[config.mk]
export PLATFORM = sky130hd
export DESIGN_NAME = header_sync_sample_deframer
export DESIGN_NICKNAME = d
export VERILOG_FILES = /design/src/rtl/hssd_pkg.sv /design/src/rtl/header_sync_sample_deframer.sv
export SDC_FILE = /design/constraint.sdc
export NUM_CORES = 1
export LEC_CHECK = 0
export BUFFER_PORTS_ARGS = -buffer_cell sky130_fd_sc_hd__buf_4
export CORE_MARGIN = 4
export CORE_UTILIZATION = 50
export CTS_CLUSTER_DIAMETER = 60
export DETAILED_ROUTE_END_ITERATION = 10
export PLACE_DENSITY = 0.7
export SETUP_SLACK_MARGIN = 0.5
export SLEW_MARGIN = 25
export SYNTH_ARGS = -nofsm -noshare
export SYNTH_HDL_FRONTEND = slang
export SYNTH_SLANG_ARGS = --single-unit
[constraint.sdc]
create_clock -name clk -period 3.4 [get_ports clk]
set_input_delay 0.17 -clock clk [delete_from_list [all_inputs] [get_ports clk]]
set_output_delay 0.17 -clock clk [all_outputs]
set_load 0.05 [all_outputs]
[src/rtl/hssd_pkg.sv]
// Shared types and constants for the header-sync sample deframer.
// Holds register indexes, sample format codes and field widths.
// No dependencies.
`timescale 1ns / 1ps
`default_nettype none

package hssd_pkg;

  // Field widths
  localparam int BYTE_W   = 8;
  localparam int SPF_W    = 11;
  localparam int FMT_W    = 3;
  localparam int SAMPLE_W = 32;
  localparam int CFG_IDX_W  = 2;
  localparam int CFG_DATA_W = 11;

  typedef logic [BYTE_W-1:0]     byte_t;
  typedef logic [SPF_W-1:0]      spf_t;
  typedef logic [FMT_W-1:0]      fmt_t;
  typedef logic [SAMPLE_W-1:0]   sample_t;
  typedef logic [CFG_IDX_W-1:0]  cfg_idx_t;
  typedef logic [CFG_DATA_W-1:0] cfg_data_t;

  // Configuration register indexes
  localparam cfg_idx_t CFG_HEADER_FIRST  = 2'd0;
  localparam cfg_idx_t CFG_HEADER_SECOND = 2'd1;
  localparam cfg_idx_t CFG_SAMPLES       = 2'd2;
  localparam cfg_idx_t CFG_FORMAT        = 2'd3;

  // Sample format codes
  localparam fmt_t FMT_NONE   = 3'd0;
  localparam fmt_t FMT_BYTE   = 3'd1;
  localparam fmt_t FMT_INT16  = 3'd2;
  localparam fmt_t FMT_UINT16 = 3'd3;
  localparam fmt_t FMT_FLOAT  = 3'd4;

endpackage

`default_nettype wire

[src/rtl/header_sync_sample_deframer.sv]
// Header-sync sample deframer: hunts a two-byte start marker in a byte
// stream and assembles the frame payload into little-endian samples.
// Depends on hssd_pkg.
//
// Usage:
//   Input channel (in_valid / in_stall / rx_byte) takes one received byte
//   per word. Output channel (out_valid / out_stall / sample_bits /
//   frame_last) gives one assembled sample per word; frame_last marks the
//   last sample of a frame. Bytes of the header and bytes that do not
//   complete a sample give no output word.
//   Config channel (cfg_valid / cfg_ready / cfg_index / cfg_data) writes
//   header_first, header_second, samples_per_frame and sample_format;
//   cfg_ready is always high. Write only while no byte is in flight.
//   A byte that completes a sample passes the input register, then the result
//   register, before its word shows on the output. Throughput: one byte per
//   cycle while the output does not stall, set by the single update of the
//   frame state between the input register and the result register.
//   A stall on the output holds the result register; while the input
//   register also holds a word, in_stall is high in that same cycle.
//   Reset (rst, synchronous) empties both registers, restores the register
//   defaults and returns the block to header hunting with an empty window.
`timescale 1ns / 1ps
`default_nettype none

module header_sync_sample_deframer #(
  parameter int MAX_SAMPLES = 1024
) (
  input  wire                   clk,
  input  wire                   rst,
  // byte input
  input  wire                   in_valid,
  output logic                  in_stall,
  input  wire hssd_pkg::byte_t  rx_byte,
  // sample output
  output logic                  out_valid,
  input  wire                   out_stall,
  output hssd_pkg::sample_t     sample_bits,
  output logic                  frame_last,
  // configuration writes
  input  wire                   cfg_valid,
  output logic                  cfg_ready,
  input  wire hssd_pkg::cfg_idx_t  cfg_index,
  input  wire hssd_pkg::cfg_data_t cfg_data
);
  import hssd_pkg::*;

  // Sample counter width and width used for the frame length compare
  localparam int CNT_W = (MAX_SAMPLES > 1) ? $clog2(MAX_SAMPLES) : 1;
  localparam int LEN_W = $clog2(MAX_SAMPLES + 1);
  localparam int CMP_W = (LEN_W > SPF_W) ? LEN_W : SPF_W;

  // Configuration registers
  byte_t header_first;
  byte_t header_second;
  spf_t  samples_per_frame;
  fmt_t  sample_format;

  // Input register
  logic  s1_valid;
  byte_t s1_byte;

  // Frame state
  logic             in_frame;
  logic             window_seen;   // at least one byte in the window
  byte_t            window_prev;
  sample_t          assembly;
  logic [1:0]       byte_index;
  logic [CNT_W-1:0] sample_count;

  // Update logic
  logic             out_free;
  logic             proc;
  logic             header_hit;
  sample_t          assembly_next;
  logic [2:0]       byte_count;
  logic [2:0]       sample_bytes;
  logic             sample_done;
  logic [CMP_W-1:0] count_inc;
  logic [CMP_W-1:0] frame_len;
  logic             res_last;
  logic             emit;
  sample_t          res_bits;

  assign cfg_ready = 1'b1;

  // Config writes
  always_ff @(posedge clk) begin
    if (rst) begin
      header_first      <= '0;
      header_second     <= '0;
      samples_per_frame <= spf_t'(1);
      sample_format     <= FMT_NONE;
    end else if (cfg_valid && cfg_ready) begin
      unique case (cfg_index)
        CFG_HEADER_FIRST:  header_first      <= cfg_data[BYTE_W-1:0];
        CFG_HEADER_SECOND: header_second     <= cfg_data[BYTE_W-1:0];
        CFG_SAMPLES:       samples_per_frame <= cfg_data[SPF_W-1:0];
        CFG_FORMAT:        sample_format     <= cfg_data[FMT_W-1:0];
        default: ;
      endcase
    end
  end

  // Handshake: the input register advances when the result register frees
  assign out_free = !out_valid || !out_stall;
  assign proc     = s1_valid && out_free;
  assign in_stall = s1_valid && !out_free;

  always_ff @(posedge clk) begin
    if (rst) begin
      s1_valid <= 1'b0;
    end else if (!in_stall) begin
      s1_valid <= in_valid;
    end
  end

  always_ff @(posedge clk) begin
    if (in_valid && !in_stall) begin
      s1_byte <= rx_byte;
    end
  end

  // Header match on the sliding window
  assign header_hit = window_seen && (window_prev == header_first) &&
                      (s1_byte == header_second);

  // Drop the byte into its lane of the assembly word
  always_comb begin
    assembly_next = assembly;
    unique case (byte_index)
      2'd0: assembly_next[7:0]   = assembly[7:0]   | s1_byte;
      2'd1: assembly_next[15:8]  = assembly[15:8]  | s1_byte;
      2'd2: assembly_next[23:16] = assembly[23:16] | s1_byte;
      2'd3: assembly_next[31:24] = assembly[31:24] | s1_byte;
      default: ;
    endcase
  end

  // Bytes per sample for the current format
  always_comb begin
    priority if (sample_format == FMT_INT16 || sample_format == FMT_UINT16) begin
      sample_bytes = 3'd2;
    end else if (sample_format == FMT_FLOAT) begin
      sample_bytes = 3'd4;
    end else begin
      sample_bytes = 3'd1;
    end
  end

  assign byte_count  = {1'b0, byte_index} + 3'd1;
  assign sample_done = byte_count >= sample_bytes;

  // Frame length: zero counts as one, clipped to MAX_SAMPLES
  always_comb begin
    priority if (samples_per_frame == '0) begin
      frame_len = CMP_W'(1);
    end else if (CMP_W'(samples_per_frame) > CMP_W'(MAX_SAMPLES)) begin
      frame_len = CMP_W'(MAX_SAMPLES);
    end else begin
      frame_len = CMP_W'(samples_per_frame);
    end
  end

  assign count_inc = CMP_W'(sample_count) + CMP_W'(1);
  assign res_last  = count_inc >= frame_len;

  // Sample value as the format reads it
  always_comb begin
    emit     = 1'b1;
    res_bits = '0;
    unique case (sample_format)
      FMT_BYTE:   res_bits = {24'd0, assembly_next[7:0]};
      FMT_INT16:  res_bits = {{16{assembly_next[15]}}, assembly_next[15:0]};
      FMT_UINT16: res_bits = {16'd0, assembly_next[15:0]};
      FMT_FLOAT:  res_bits = assembly_next;
      default:    emit     = 1'b0;
    endcase
  end

  // Frame state update, one byte per cycle while the result register is free
  always_ff @(posedge clk) begin
    if (rst) begin
      in_frame     <= 1'b0;
      window_seen  <= 1'b0;
      window_prev  <= '0;
      assembly     <= '0;
      byte_index   <= '0;
      sample_count <= '0;
    end else if (proc) begin
      if (!in_frame) begin
        in_frame    <= header_hit;
        window_seen <= 1'b1;
        window_prev <= s1_byte;
      end else if (!sample_done) begin
        assembly   <= assembly_next;
        byte_index <= byte_count[1:0];
      end else begin
        assembly   <= '0;
        byte_index <= '0;
        if (res_last) begin
          in_frame     <= 1'b0;
          sample_count <= '0;
        end else begin
          sample_count <= count_inc[CNT_W-1:0];
        end
      end
    end
  end

  // Result register
  always_ff @(posedge clk) begin
    if (rst) begin
      out_valid <= 1'b0;
    end else if (out_free) begin
      out_valid <= proc && in_frame && sample_done && emit;
    end
  end

  always_ff @(posedge clk) begin
    if (proc && in_frame && sample_done && emit) begin
      sample_bits <= res_bits;
      frame_last  <= res_last;
    end
  end

  // Checks
  a_reset_hunt: assert property (@(posedge clk)
    rst |=> (!in_frame && !out_valid && !s1_valid))
    else $error("block not hunting and empty after reset");

  a_last_closes: assert property (@(posedge clk) disable iff (rst)
    (proc && in_frame && sample_done && res_last) |=> !in_frame)
    else $error("frame still open after its last sample");

  a_emit_loads: assert property (@(posedge clk) disable iff (rst)
    (proc && in_frame && sample_done && emit) |=> out_valid)
    else $error("finished sample did not reach the result register");

  a_stall_cause: assert property (@(posedge clk) disable iff (rst)
    in_stall |-> (s1_valid && out_valid && out_stall))
    else $error("input stalled with no held result");

endmodule

`default_nettype wire

After elaboration in Yosys (flattened, before gate mapping)

Index checks and enable logic that the tools add are counted.

Flip-flop bits (word level): 127
Input port bits: 26
Output and inout port bits: 36
Word-level logic and storage cells: 78

Add/subtract/negate cells: 2
$lt $le $gt $ge: 3
Eq/ne operators: 12
Muxes and demuxes: 16
Bitwise logic cells: 5
Reductions and logical operators: 25

Operator list:

| operator                | count |
|---|---|
| $pmux W32 S4            | 1 |
| $mux W32                | 1 |
| $mux W8                 | 4 |
| $or A8 B8 Y8            | 4 |
| $mux W11                | 2 |
| $eq A8 B8 Y1            | 2 |
| $reduce_and A2 Y1       | 6 |
| $add A10 B1 Y11 const B | 1 |
| $ge A11 B11 Y1          | 1 |
| $gt A11 B11 Y1 const B  | 1 |
| $logic_not A11 Y1       | 1 |
| $mux W10                | 1 |
| $eq A2 B2 Y1 const B    | 4 |
| $logic_and A1 B1 Y1     | 8 |
| $eq A3 B2 Y1 const B    | 2 |
| $mux W3                 | 2 |
| $eq A2 B1 Y1 const B    | 2 |
| $logic_not A1 Y1        | 4 |
| $logic_not A2 Y1        | 2 |
| $mux W1                 | 4 |
| $reduce_or A4 Y1        | 1 |
| $add A2 B1 Y3 const B   | 1 |
| $eq A3 B1 Y1 const B    | 1 |
| $eq A3 B3 Y1 const B    | 1 |
| 5 further kinds         | 6 |

Logic depth before layout (Yosys ltp)

Gate-level depths: netlist of run 1.

Depth after elaboration: 7
Gate-level depth with buffers: 12
Depth with buffers taken out: 10

Worst setup path after synthesis of run 1

Ideal clock, no wire load.

Path type: register to register
Start: register sample_format[0]
End: register frame_last (enable)
Setup time: 0.388 ns
Arrival time: 2.714 ns
Required time: 3.012 ns
Slack: 0.299 ns
Stages on the path, launching flop included: 11
Buffers on the path: 1
Clock period less this slack: 3.101 ns
Cell sequence: dfxtp_1 > nor2_1 > nand2_1 > and2_1 > clkbuf_1 > ha_1 > nand2b_1 > a211oi_1 > or3_1 > or2_2 > inv_1

Word-level cells in the longest chain between the ends: 6
Elaborated cells on any way between the ends: 12
Those cells by class: 1 x order compare; 4 x eq/ne; 3 x mux; 4 x reduce/logical

Ends and longest elaborated chain:

| element                                       | line                                                                                                       | text |
|---|---|---|
| start: declaration                            | header_sync_sample_deframer.sv:56                                                                          | `fmt_t sample_format;` |
| start signal: assignment                      | header_sync_sample_deframer.sv:98                                                                          | `CFG_FORMAT: sample_format <= cfg_data[FMT_W-1:0];` |
| $eq A3 B3 Y1 or $eq A3 B2 Y1 (tied branches)  | header_sync_sample_deframer.sv:143, header_sync_sample_deframer.sv:171, header_sync_sample_deframer.sv:141 |  |
| $mux W3 or $logic_or A1 B1 Y1 (tied branches) | header_sync_sample_deframer.sv:143, header_sync_sample_deframer.sv:141                                     |  |
| $mux W3                                       | header_sync_sample_deframer.sv:141                                                                         | `priority if (sample_format == FMT_INT16 \|\| sample_format == FMT_UINT16) begin` |
| $ge A3 B3 Y1                                  | header_sync_sample_deframer.sv:151                                                                         | `assign sample_done = byte_count >= sample_bytes;` |
| $logic_and A1 B1 Y1                           | header_sync_sample_deframer.sv:220                                                                         | `if (proc && in_frame && sample_done && emit) begin` |
| $logic_and A1 B1 Y1 (*)                       | header_sync_sample_deframer.sv:220                                                                         |  |
| end signal: assignment                        | header_sync_sample_deframer.sv:222                                                                         | `frame_last <= res_last;` |
| end: declaration                              | header_sync_sample_deframer.sv:38                                                                          | `output logic frame_last,` |

Mark *: on every way between the ends. The rest lies on a longest branch, timed or not.
A chain may end at the register's enable or synchronous reset.

Worst setup path in the final report of run 1

Start: register sample_format[0]
End: register sample_bits[5] (enable)

Word-level cells in the longest chain between the ends: 6
Elaborated cells on any way between the ends: 12
Those cells by class: 1 x order compare; 4 x eq/ne; 3 x mux; 4 x reduce/logical

Ends and longest elaborated chain:

| element                                       | line                                                                                                       | text |
|---|---|---|
| $eq A3 B3 Y1 or $eq A3 B2 Y1 (tied branches)  | header_sync_sample_deframer.sv:143, header_sync_sample_deframer.sv:171, header_sync_sample_deframer.sv:141 |  |
| $mux W3 or $logic_or A1 B1 Y1 (tied branches) | header_sync_sample_deframer.sv:143, header_sync_sample_deframer.sv:141                                     |  |
| $mux W3                                       | header_sync_sample_deframer.sv:141                                                                         |  |
| $ge A3 B3 Y1                                  | header_sync_sample_deframer.sv:151                                                                         |  |
| $logic_and A1 B1 Y1                           | header_sync_sample_deframer.sv:220                                                                         |  |
| $logic_and A1 B1 Y1 (*)                       | header_sync_sample_deframer.sv:220                                                                         |  |
| end signal: assignment                        | header_sync_sample_deframer.sv:221                                                                         | `sample_bits <= res_bits;` |
| end: declaration                              | header_sync_sample_deframer.sv:37                                                                          | `output hssd_pkg::sample_t sample_bits,` |

Marked as above.

==> results of run 1 <==
## stage by stage
stage / instances / worst slack [ps] / util / total power (uW) / hold WS (ps)
2_1_floorplan: 550 / 594 / - / 1750 / 269
3_3_place_gp: 714 / 485 / 0.563 / 1810 / 348
3_5_place_dp: 714 / 328 / 0.563 / 1810 / 349
4_1_cts: 766 / 518 / 0.638 / 3530 / 41.1
5_1_grt: 768 / 445 / 0.644 / 3630 / 73.1
6_report: 768 / 676 / 0.644 / 3520 / 51.5
## routing by layer
layer / global-route usage / wire [um]
met1: 0.257 / 5210
met2: 0.335 / 6200
met3: 0.0382 / 604
met4: 0.0681 / 112
met5: 0 / 0
## where the power goes
part           leakage [uW]  switching (uW)  internal, uW
Clock              0.000269             696          1020
Sequential          0.00114            46.0          1590
Combinational       0.00131            90.6          80.4
Total               0.00273             833          2690
## sequential cells by signal, summed over array words and instances (netlist names)
signal and count:
in_frame 1, sample_bits 32, samples_per_frame 11, byte_index 2
sample_format 3, out_valid 1, s1_byte 8, header_first 8
s1_valid 1, header_second 8, assembly 32, sample_count 10
window_seen 1, window_prev 8, frame_last 1
## layout make-up
cell class	instances	area (sq um)	share of cell area
sequential	127	2960	0.443
multi-input combinational	379	2220	0.332
timing repair buffer	87	728	0.109
clock buffer	18	439	0.0658
tap	136	170	0.0255
clock inverter	13	129	0.0193
inverter	7	30.0	0.00450
timing repair inverter	1	7.51	0.00112
## worst reg2reg max path: stages, from the launching register on
cell        delay, ps
dfxtp_1           320
nor2_1            170
nand2_1           100
and2_1            260
ha_1              310
nand2b_1          100
a211oi_1          100
or3_1             410
or2_2             400
clkinvlp_4        120
buf_12            150
## final timing paths
path / endpoint / slack (ps) / cells past startpoint
worst max-delay path: sample_bits[5] / 680 / 10
worst min-delay path: out_valid / 50 / 3
worst max register to register: sample_bits[5] / 680 / 10
worst min register to register: assembly[21] / 470 / 2
## placed cells by master (no fill, tap or decap), drive strengths merged, types with 3 or more instances in the layout
cell type	n
nand2	50
nor2	82
dlygate4sd3	20
mux2i	19
and2	5
a211oi	3
and3	6
clkinv	5
a31oi	3
nand3	10
edfxtp	41
xnor2	11
inv	10
clkbuf	18
a21oi	86
clkinvlp	5
xor2	13
nor4	6
buf	67
ha	19
or3	3
or2	3
a22o	6
dfxtp	86
nand2b	6
o21ai	27
## what timing repair did
item,CTS,global route
pin swaps,0,2
setup buffers,0,2
endpoints found under the setup margin,33,65
hold endpoints to repair,39,0
gates resized for setup,1,8
cloned,1,0
hold buffers,20,0
## cell families after synthesis
group,synth area share
and+or+nand+nor,0.156
AOI/OAI and AO/OA,0.136
DFF,0.554
buffers and inverters,0.0343
xor gates and xnor gates,0.0394
adders and majority gates,0.0446
muxes,0.0357
other,0.000703
==> impl_metrics.yaml, run 1 <==
status:
  status: "finished, final reports clean"
critical_path:
  critPathRequiredTime_ps: 3630
  crit_path_max_fanout: 17
  cp-start-kind: "flip-flop"
  critPathMaxStageDelay_ps: 410
  path_buf_inv: 2
  cp_cell_sequence: "nor2_1, nand2_1, and2_1, ha_1, nand2b_1, a211oi_1, or3_1, or2_2, clkinvlp_4, buf_12"
  r2r-start: "sample_format[0]"
  worstSetupEndpointType: "flip-flop"
  cp-startpoint: "sample_format[0]"
  cp_top_family: "simple AND/OR/NAND/NOR gates"
  arrival_ps: 2950
  crit_path_top_delay_cell: "or3_1"
  worstSetupPathType: "flip-flop to flip-flop"
sta:
  min_period_ps: 2720
  finalSetupTns_ps: 0
  fin_crit_sh: 0.801
  worst_pin_slew_ps: 703
  setup_viol: 0
  maxSlewHeadroom: 0.529
  report.final.hold_viol_count: 0
  slew_viol_final: 0
  fin_skew_ps: 13.9
  rsz0062_at_grt: "yes"
  fmax_mhz: 367
power_and_ir_drop:
  max-vdd-ir-drop_uv: 330
  leakage_uw: 0.00273
  powerDensity_nw_per_um2: 528
drt:
  wl_per_cell_um: 15.8
  postRouteAntennaNets: 0
  drtIter0Drc: 210
  drt-pass1-iter-count: 5
  vias: 4156
  wl_um: 12100
  drc_errors: 0
  viasPerCell: 5.41
grt:
  grt_first_pass_wirelength_um: 19800
  grt_usage: 0.199
  grt_overflow: 0
  grt_max_degree: 50
  grt_pass1_vias: 3983
  antenna_found_initial: 0
clocking:
  numCtsBuffers: 17
  ctsLongestPathBuffers: 2
  cts_tree: "built"
  clock_sinks: 127
  clk_pin_slew_ps: 60
  root_buffer: "clkbuf_8"
  clk_latency_ps: 520
  cts_max_level: 4
placement:
  dp_hpwl_um: 7820
  gp_congestion: 0.845
  placement.io_buffers: 60
  placed_area_sq_um: 5840
finish:
  stdcell_area_sq_um: 6680
  n_fill_cell: 805
  diodes: 0
  area_growth_pct: 25.3
  nets: 665
  drive_gt1_frac: 0.174
die:
  io_pins: 62
  core_area_sq_um: 10400
  start_util: 0.514
  die_height_um: 111
  dieWidth_um: 111
  rows: 37
  die_area_sq_um: 12400
synthesis:
  yosysTopAreaCellShare: 0.323
  yosys-top-cells-count: "86 x a21oi_1, 86 x dfxtp_1, 82 x nor2_1"
  synth_flop_cell: "dfxtp_1"
  yosysWarnings: 0
  synth_enable_flop_cells: 41
  synth_top_area_cell: "dfxtp_1"
  synth_nets: 595
  synth.area.top_cells: "dfxtp_1 32%, edfxtp_1 23%, a21oi_1 8.1%"
  syn-cell-area_sq_um: 5330
  synth-seq-area-share: 0.554
  netlist_instances: 550
  avgSynthCellArea_sq_um: 9.69
  ys_seq_elements: 127
  yosysUniqueCellTypes: 42
  async_flop_share: 0
worst_hold_path:
  hold_start: "out_stall"
  hold_path_class: "input port to flip-flop"
run:
  drv_cap: 0
No activity file was read; power rests on OpenSTA's default activity.
==> run 2: changes to the inputs <==
==> constraint.sdc (replaced) <==
create_clock -name clk -period 2.6 [get_ports clk]
set_input_delay 0.13 -clock clk [delete_from_list [all_inputs] [get_ports clk]]
set_output_delay 0.13 -clock clk [all_outputs]
set_load 0.05 [all_outputs]
==> run 2 against run 1 <==
Die area is the same. Final area grew 11%. Clock power grew 38%. Combinational power grew 58%. Sequential share of layout area shrank 3.9 points. Global-route usage grew 2.1 points. Critical path type unchanged.
==> impl_metrics.yaml, run 2 (same netlist as run 1, synthesis figures left out) <==
grt:
  grt_max_degree: 50
  met2_usage: 0.351
  grt_first_pass_wirelength_um: 21900
  grt_overflow: 0
  grt_busiest_layer: "met2"
  grtUsageMet1: 0.278
  antenna_found_initial: 0
  grt_pass1_vias: 4416
  grt_usage: 0.220
  grtUsageMet3: 0.0540
die:
  start_util: 0.514
  die_height_um: 111
  dieWidth_um: 111
  io_pins: 62
  core_area_sq_um: 10400
  die_area_sq_um: 12400
  rows: 37
placement:
  gp_congestion: 0.865
  dp_hpwl_um: 7980
  placed_area_sq_um: 6010
  place_ws_ps: 10.7
  placement.io_buffers: 60
sta:
  min_period_ps: 2500
  fin_skew_ps: 6.17
  fin_crit_sh: 0.963
  setup_viol: 0
  finalSetupTns_ps: 0
  fin_hold_ws_ps: 58.7
  report.final.hold_viol_count: 0
  fin_ws_ps: 96.6
  worst_pin_slew_ps: 705
  slew_viol_final: 0
  fmax_mhz: 399
  maxSlewHeadroom: 0.528
  rsz0062_at_grt: "yes"
finish:
  stdcell_area_sq_um: 7390
  largest_registers: "assembly x32, sample_bits x32, samples_per_frame x11"
  nets: 702
  area_growth_pct: 38.5
  final_cell_mix: "86 x a21oi_1, 86 x buf_4, 80 x nor2_1, 75 x dfxtp_1, 48 x nand2_1"
  drive_gt1_frac: 0.273
  n_fill_cell: 707
  diodes: 0
critical_path:
  path_buf_inv: 0
  crit_path_top_delay_cell: "or4_4"
  critPathMaxStageDelay_ps: 470
  crit_path_max_fanout: 6
  worstSetupPathType: "flip-flop to flip-flop"
  critPathRequiredTime_ps: 3010
  worstSetupEndpointType: "flip-flop"
  cp_cell_sequence: "nand4_1, nor2_2, a31oi_2, or2_4, ha_4, nand3_2, or4_4, and3_4, a22o_1"
  cp_top_family: "simple AND/OR/NAND/NOR gates"
  arrival_ps: 2920
  cp-start-kind: "flip-flop"
drt:
  viasPerCell: 5.56
  wl_per_cell_um: 17.2
  drtIter0Drc: 264
  vias: 4485
  wl_um: 13900
  drt-pass1-iter-count: 5
  postRouteAntennaNets: 0
  drc_errors: 0
clocking:
  cts_tree: "built"
  root_buffer: "clkbuf_8"
  cts_max_level: 4
  clk_pin_slew_ps: 60
  ctsLongestPathBuffers: 2
  numCtsBuffers: 17
  clk_latency_ps: 530
  clock_sinks: 127
power_and_ir_drop:
  seqPwrFrac: 0.446
  p_clk_frac: 0.497
  powerDensity_nw_per_um2: 648
  max-vdd-ir-drop_uv: 522
  p_comb_frac: 0.057
  leakage_uw: 0.00306
  p_sw_frac: 0.227
  p_sw_uw: 1090
  p_int_uw: 3700
worst_hold_path:
  hold_path_class: "input port to flip-flop"
status:
  status: "finished, final reports clean"
run:
  drv_cap: 0
## run 2: changes by cell type in the layout (fill, tap and decap cells not counted), moves of 3 or more
cell       delta
or3_1         -3
dfxtp_4       +5
buf_16        +3
nand2b_4      +3
or3_4         +3
clkbuf_16     +3
dfxtp_1       -8
buf_4        +21
dfxtp_2       +3
ha_1          -6
a211oi_1      -3
ha_4          +5
buf_6         +7
## run 2: routing by layer
metal	up-vias	wire (um)	share of wire
met1	2109	5830	0.42
met2	197	6620	0.48
met4	0	537	0.039
li1	2135	-	-
met5	-	0	0
met3	44	893	0.064
## run 2: worst reg2reg max path: stages (launching register included)
cell,delay [ps]
dfxtp_2,350
nand4_1,200
nor2_2,240
a31oi_2,140
or2_4,260
ha_4,270
nand3_2,60
or4_4,470
and3_4,200
a22o_1,190
## run 2: final timing paths
| path | start | endpoint | slack [ps] | depth (start not counted) |
|---|---|---|---|---|
| worst min-delay path | rst | header_second[3] | 60 | 2 |
| worst min register to register | assembly[3] | assembly[3] | 470 | 2 |
| worst max-delay path | sample_count[5] | sample_count[4] | 100 | 9 |
| worst max register to register | sample_count[5] | sample_count[4] | 100 | 9 |
## run 2: timing repair
action | CTS | global route
buffers inserted | 23 | 4
hold buffers | 21 | 0
gates resized for setup | 31 | 13
endpoints found under the hold margin | 40 | 0
pin swaps | 7 | 9
setup endpoints to repair | 79 | 86
cloned | 3 | 4
## run 2: power by group through the flow
stage,Sequential [uW],Clock (uW),Combinational [uW]
floorplan,2130,0,171
global placement,2180,0,197
detailed placement,2180,0,203
CTS,2130,2380,249
global route,2140,2510,298
finish,2140,2380,271
## run 2: per-stage QoR
stage,cells,total power [uW],utilization
after floorplan,550,2300,-
after global placement,719,2370,0.579
after detailed placement,719,2380,0.579
after CTS,798,4760,0.694
after global routing,806,4940,0.712
final,806,4780,0.712
## run 2: layout make-up
class,count,area [sq um],share of cell area
Sequential cell,127,2980,0.403
Multi-Input combinational cell,379,2420,0.327
Tap cell,136,170,0.0230
Clock buffer,19,432,0.0584
Inverter,7,30.0,0.00407
Timing Repair Buffer,125,1200,0.162
Clock inverter,13,161,0.0219
==> run 3: changes to the inputs <==
--- a/config.mk
+++ b/config.mk
@@ -6,11 +6,13 @@
 export NUM_CORES = 1
 export LEC_CHECK = 0
 export BUFFER_PORTS_ARGS = -buffer_cell sky130_fd_sc_hd__buf_4
-export CORE_MARGIN = 4
-export CORE_UTILIZATION = 50
+export CELL_PAD_IN_SITES_DETAIL_PLACEMENT = 1
+export CELL_PAD_IN_SITES_GLOBAL_PLACEMENT = 1
+export CORE_MARGIN = 2
+export CORE_UTILIZATION = 45
 export CTS_CLUSTER_DIAMETER = 60
 export DETAILED_ROUTE_END_ITERATION = 10
-export PLACE_DENSITY = 0.7
+export PLACE_DENSITY_LB_ADDON = 0.1
 export SETUP_SLACK_MARGIN = 0.5
 export SLEW_MARGIN = 25
 export SYNTH_ARGS = -nofsm -noshare
==> run 3 against run 2 <==
The flow now finishes with violations (setup timing). Non-clock buffer count grew 4. Sequential share of layout area shrank 1.3 points. Critical path depth grew 4. Setup slack lost 140 ps. Clock power shrank 3%. Worst hold slack gained 74 ps. Fmax shrank 5.3%. Sequential cell count is the same. Cell count grew 1.4%. Global-route usage grew 4.2 points.
==> impl_metrics.yaml, run 3 (same netlist as run 1, synthesis figures left out) <==
finish:
  n_fill_cell: 1195
  layout_commonest_cell: "buf_4"
  stdcell_area_sq_um: 7630
  area_growth_pct: 43.1
  fin_util: 0.665
  largest_registers: "assembly x32, sample_bits x32, samples_per_frame x11"
  layoutNonFillerInstCount: 817
  nets: 706
  diodes: 0
  final_cell_mix: "89 x buf_4, 84 x a21oi_1, 74 x dfxtp_1, 48 x nand2_1, 48 x nor2_1"
  drive_gt1_frac: 0.325
drt:
  viasPerCell: 5.85
  drc_errors: 0
  wl_um: 19100
  postRouteAntennaNets: 0
  drt-pass1-iter-count: 5
  drtIter0Drc: 321
  wl_per_cell_um: 23.4
  vias: 4777
critical_path:
  cp-startpoint: "sample_count[5]"
  rrSetupSlack_ps: -40
  cp_cell_sequence: "nand4_1, inv_2, buf_4, and4_4, and3_1, ha_4, nand3_2, nor2_1, a221oi_2, buf_4, buf_6, nand4b_1, a21oi_1"
  cp_top_family: "simple AND/OR/NAND/NOR gates"
  crit_path_max_fanout: 5
  critPathRequiredTime_ps: 2940
  cp_common_cell: "buf_4"
  critPathMaxStageDelay_ps: 330
  cp_num_cells: 13
  path_buf_inv: 4
  reg2reg_depth: 13
  r2r-start: "sample_count[5]"
  crit_end: "sample_count[0]"
  arrival_ps: 2990
  worstSetupEndpointType: "flip-flop"
  crit_path_top_delay_cell: "dfxtp_2"
  worstSetupPathType: "flip-flop to flip-flop"
  r2r-end: "sample_count[0]"
  cp-start-kind: "flip-flop"
die:
  io_pins: 62
  rows: 39
  die_height_um: 113
  core_area_sq_um: 11500
  die_area_sq_um: 12700
  dieWidth_um: 113
  start_util: 0.465
grt:
  grt_pass1_vias: 4853
  grt_first_pass_wirelength_um: 25500
  antenna_found_initial: 0
  grt_max_degree: 50
  grt_usage: 0.263
  grt_overflow: 0
clocking:
  cts_max_level: 4
  cts_tree: "built"
  clk_pin_slew_ps: 60
  clock_sinks: 127
  ctsLongestPathBuffers: 2
  clk_latency_ps: 430
  numCtsBuffers: 17
  root_buffer: "clkbuf_16"
sta:
  min_period_ps: 2640
  report.final.hold_viol_count: 0
  worst_pin_slew_ps: 717
  fin_ws_ps: -44.2
  fmax_mhz: 378
  fin_skew_ps: 11.4
  fin_crit_sh: 1.02
  maxSlewHeadroom: 0.520
  slew_viol_final: 0
  finalSetupTns_ps: -44.2
  rsz0062_at_grt: "yes"
  setup_viol: 1
placement:
  dp_hpwl_um: 9540
  place_ws_ps: -15.3
  gp_congestion: 0.822
  placement.io_buffers: 60
  dp.cells: 733
  placed_area_sq_um: 6060
power_and_ir_drop:
  leakage_uw: 0.00305
  powerDensity_nw_per_um2: 626
  max-vdd-ir-drop_uv: 641
worst_hold_path:
  hold_path_class: "input port to flip-flop"
run:
  drv_cap: 0
status:
  violations: "setup timing"
  status: "finished, violations left"
run 3: cell count changes in the layout (fill, tap and decap cells not counted), sizes merged:
| cell | before | now |
|---|---|---|
| dlygate4sd3 | 21 | 20 |
| inv | 8 | 5 |
| bufinv | 3 | 1 |
| clkinvlp | 4 | 2 |
| buf | 100 | 105 |
| clkbuf | 23 | 30 |
run 3: metal layers:
metal	routed length, um	up-vias	GRT usage
met5	0	-	0
met2	9570	211	0.453
met1	7380	2363	0.318
li1	-	2135	-
met4	912	0	0.111
met3	1260	68	0.0584
run 3: what timing repair did:
item                                    in CTS  in global routing
buffers inserted                            18                  5
hold endpoints to repair                    36                  0
gates resized for setup                     31                 74
endpoints found under the setup margin      67                 94
pin swaps                                    9                 37
hold buffers                                20                  0
gates cloned                                 4                  5
run 3: layout make-up:
class / count / area, sq um / share of cell area
Tap cell: 143 / 179 / 0.0234
Multi-Input combinational cell: 379 / 2640 / 0.346
Timing Repair Buffer: 129 / 1240 / 0.163
Clock buffer: 26 / 500 / 0.0656
Inverter: 7 / 30.0 / 0.00394
Clock inverter: 6 / 57.6 / 0.00754
Sequential cell: 127 / 2980 / 0.390
run 3: worst register-to-register path, cell delays in order, from the launching register on:
cell      delay (ps)
dfxtp_2          330
nand4_1          220
inv_2            130
buf_4            110
and4_4           270
and3_1           230
ha_4             230
nand3_2           90
nor2_1            60
a221oi_2         240
buf_4            170
buf_6            120
nand4b_1         150
a21oi_1          200
run 3: stage by stage:
stage	hold WS (ps)	power, uW
after global routing	140	4900
final	133	4780
after floorplan	229	2300
after detailed placement	310	2400
after global placement	308	2390
after CTS	87.9	4700
run 3: worst min path at each step:
stage | startpoint | to | cells after the start
3_5_place_dp | rx_byte[7] | s1_byte[7] | 1
6_report | out_stall | out_valid | 3
3_3_place_gp | rx_byte[1] | s1_byte[1] | 1
2_1_floorplan | rx_byte[0] | s1_byte[0] | 0
4_1_cts | out_stall | out_valid | 3
5_1_grt | out_stall | out_valid | 3
run 3: report_power, final:
part / switching [uW] / leakage [uW] / total [uW] / internal, uW
Clock: 890 / 0.000273 / 2310 / 1420
Combinational: 200 / 0.00163 / 358 / 158
Sequential: 38.9 / 0.00115 / 2110 / 2070
Total: 1130 / 0.00305 / 4780 / 3650
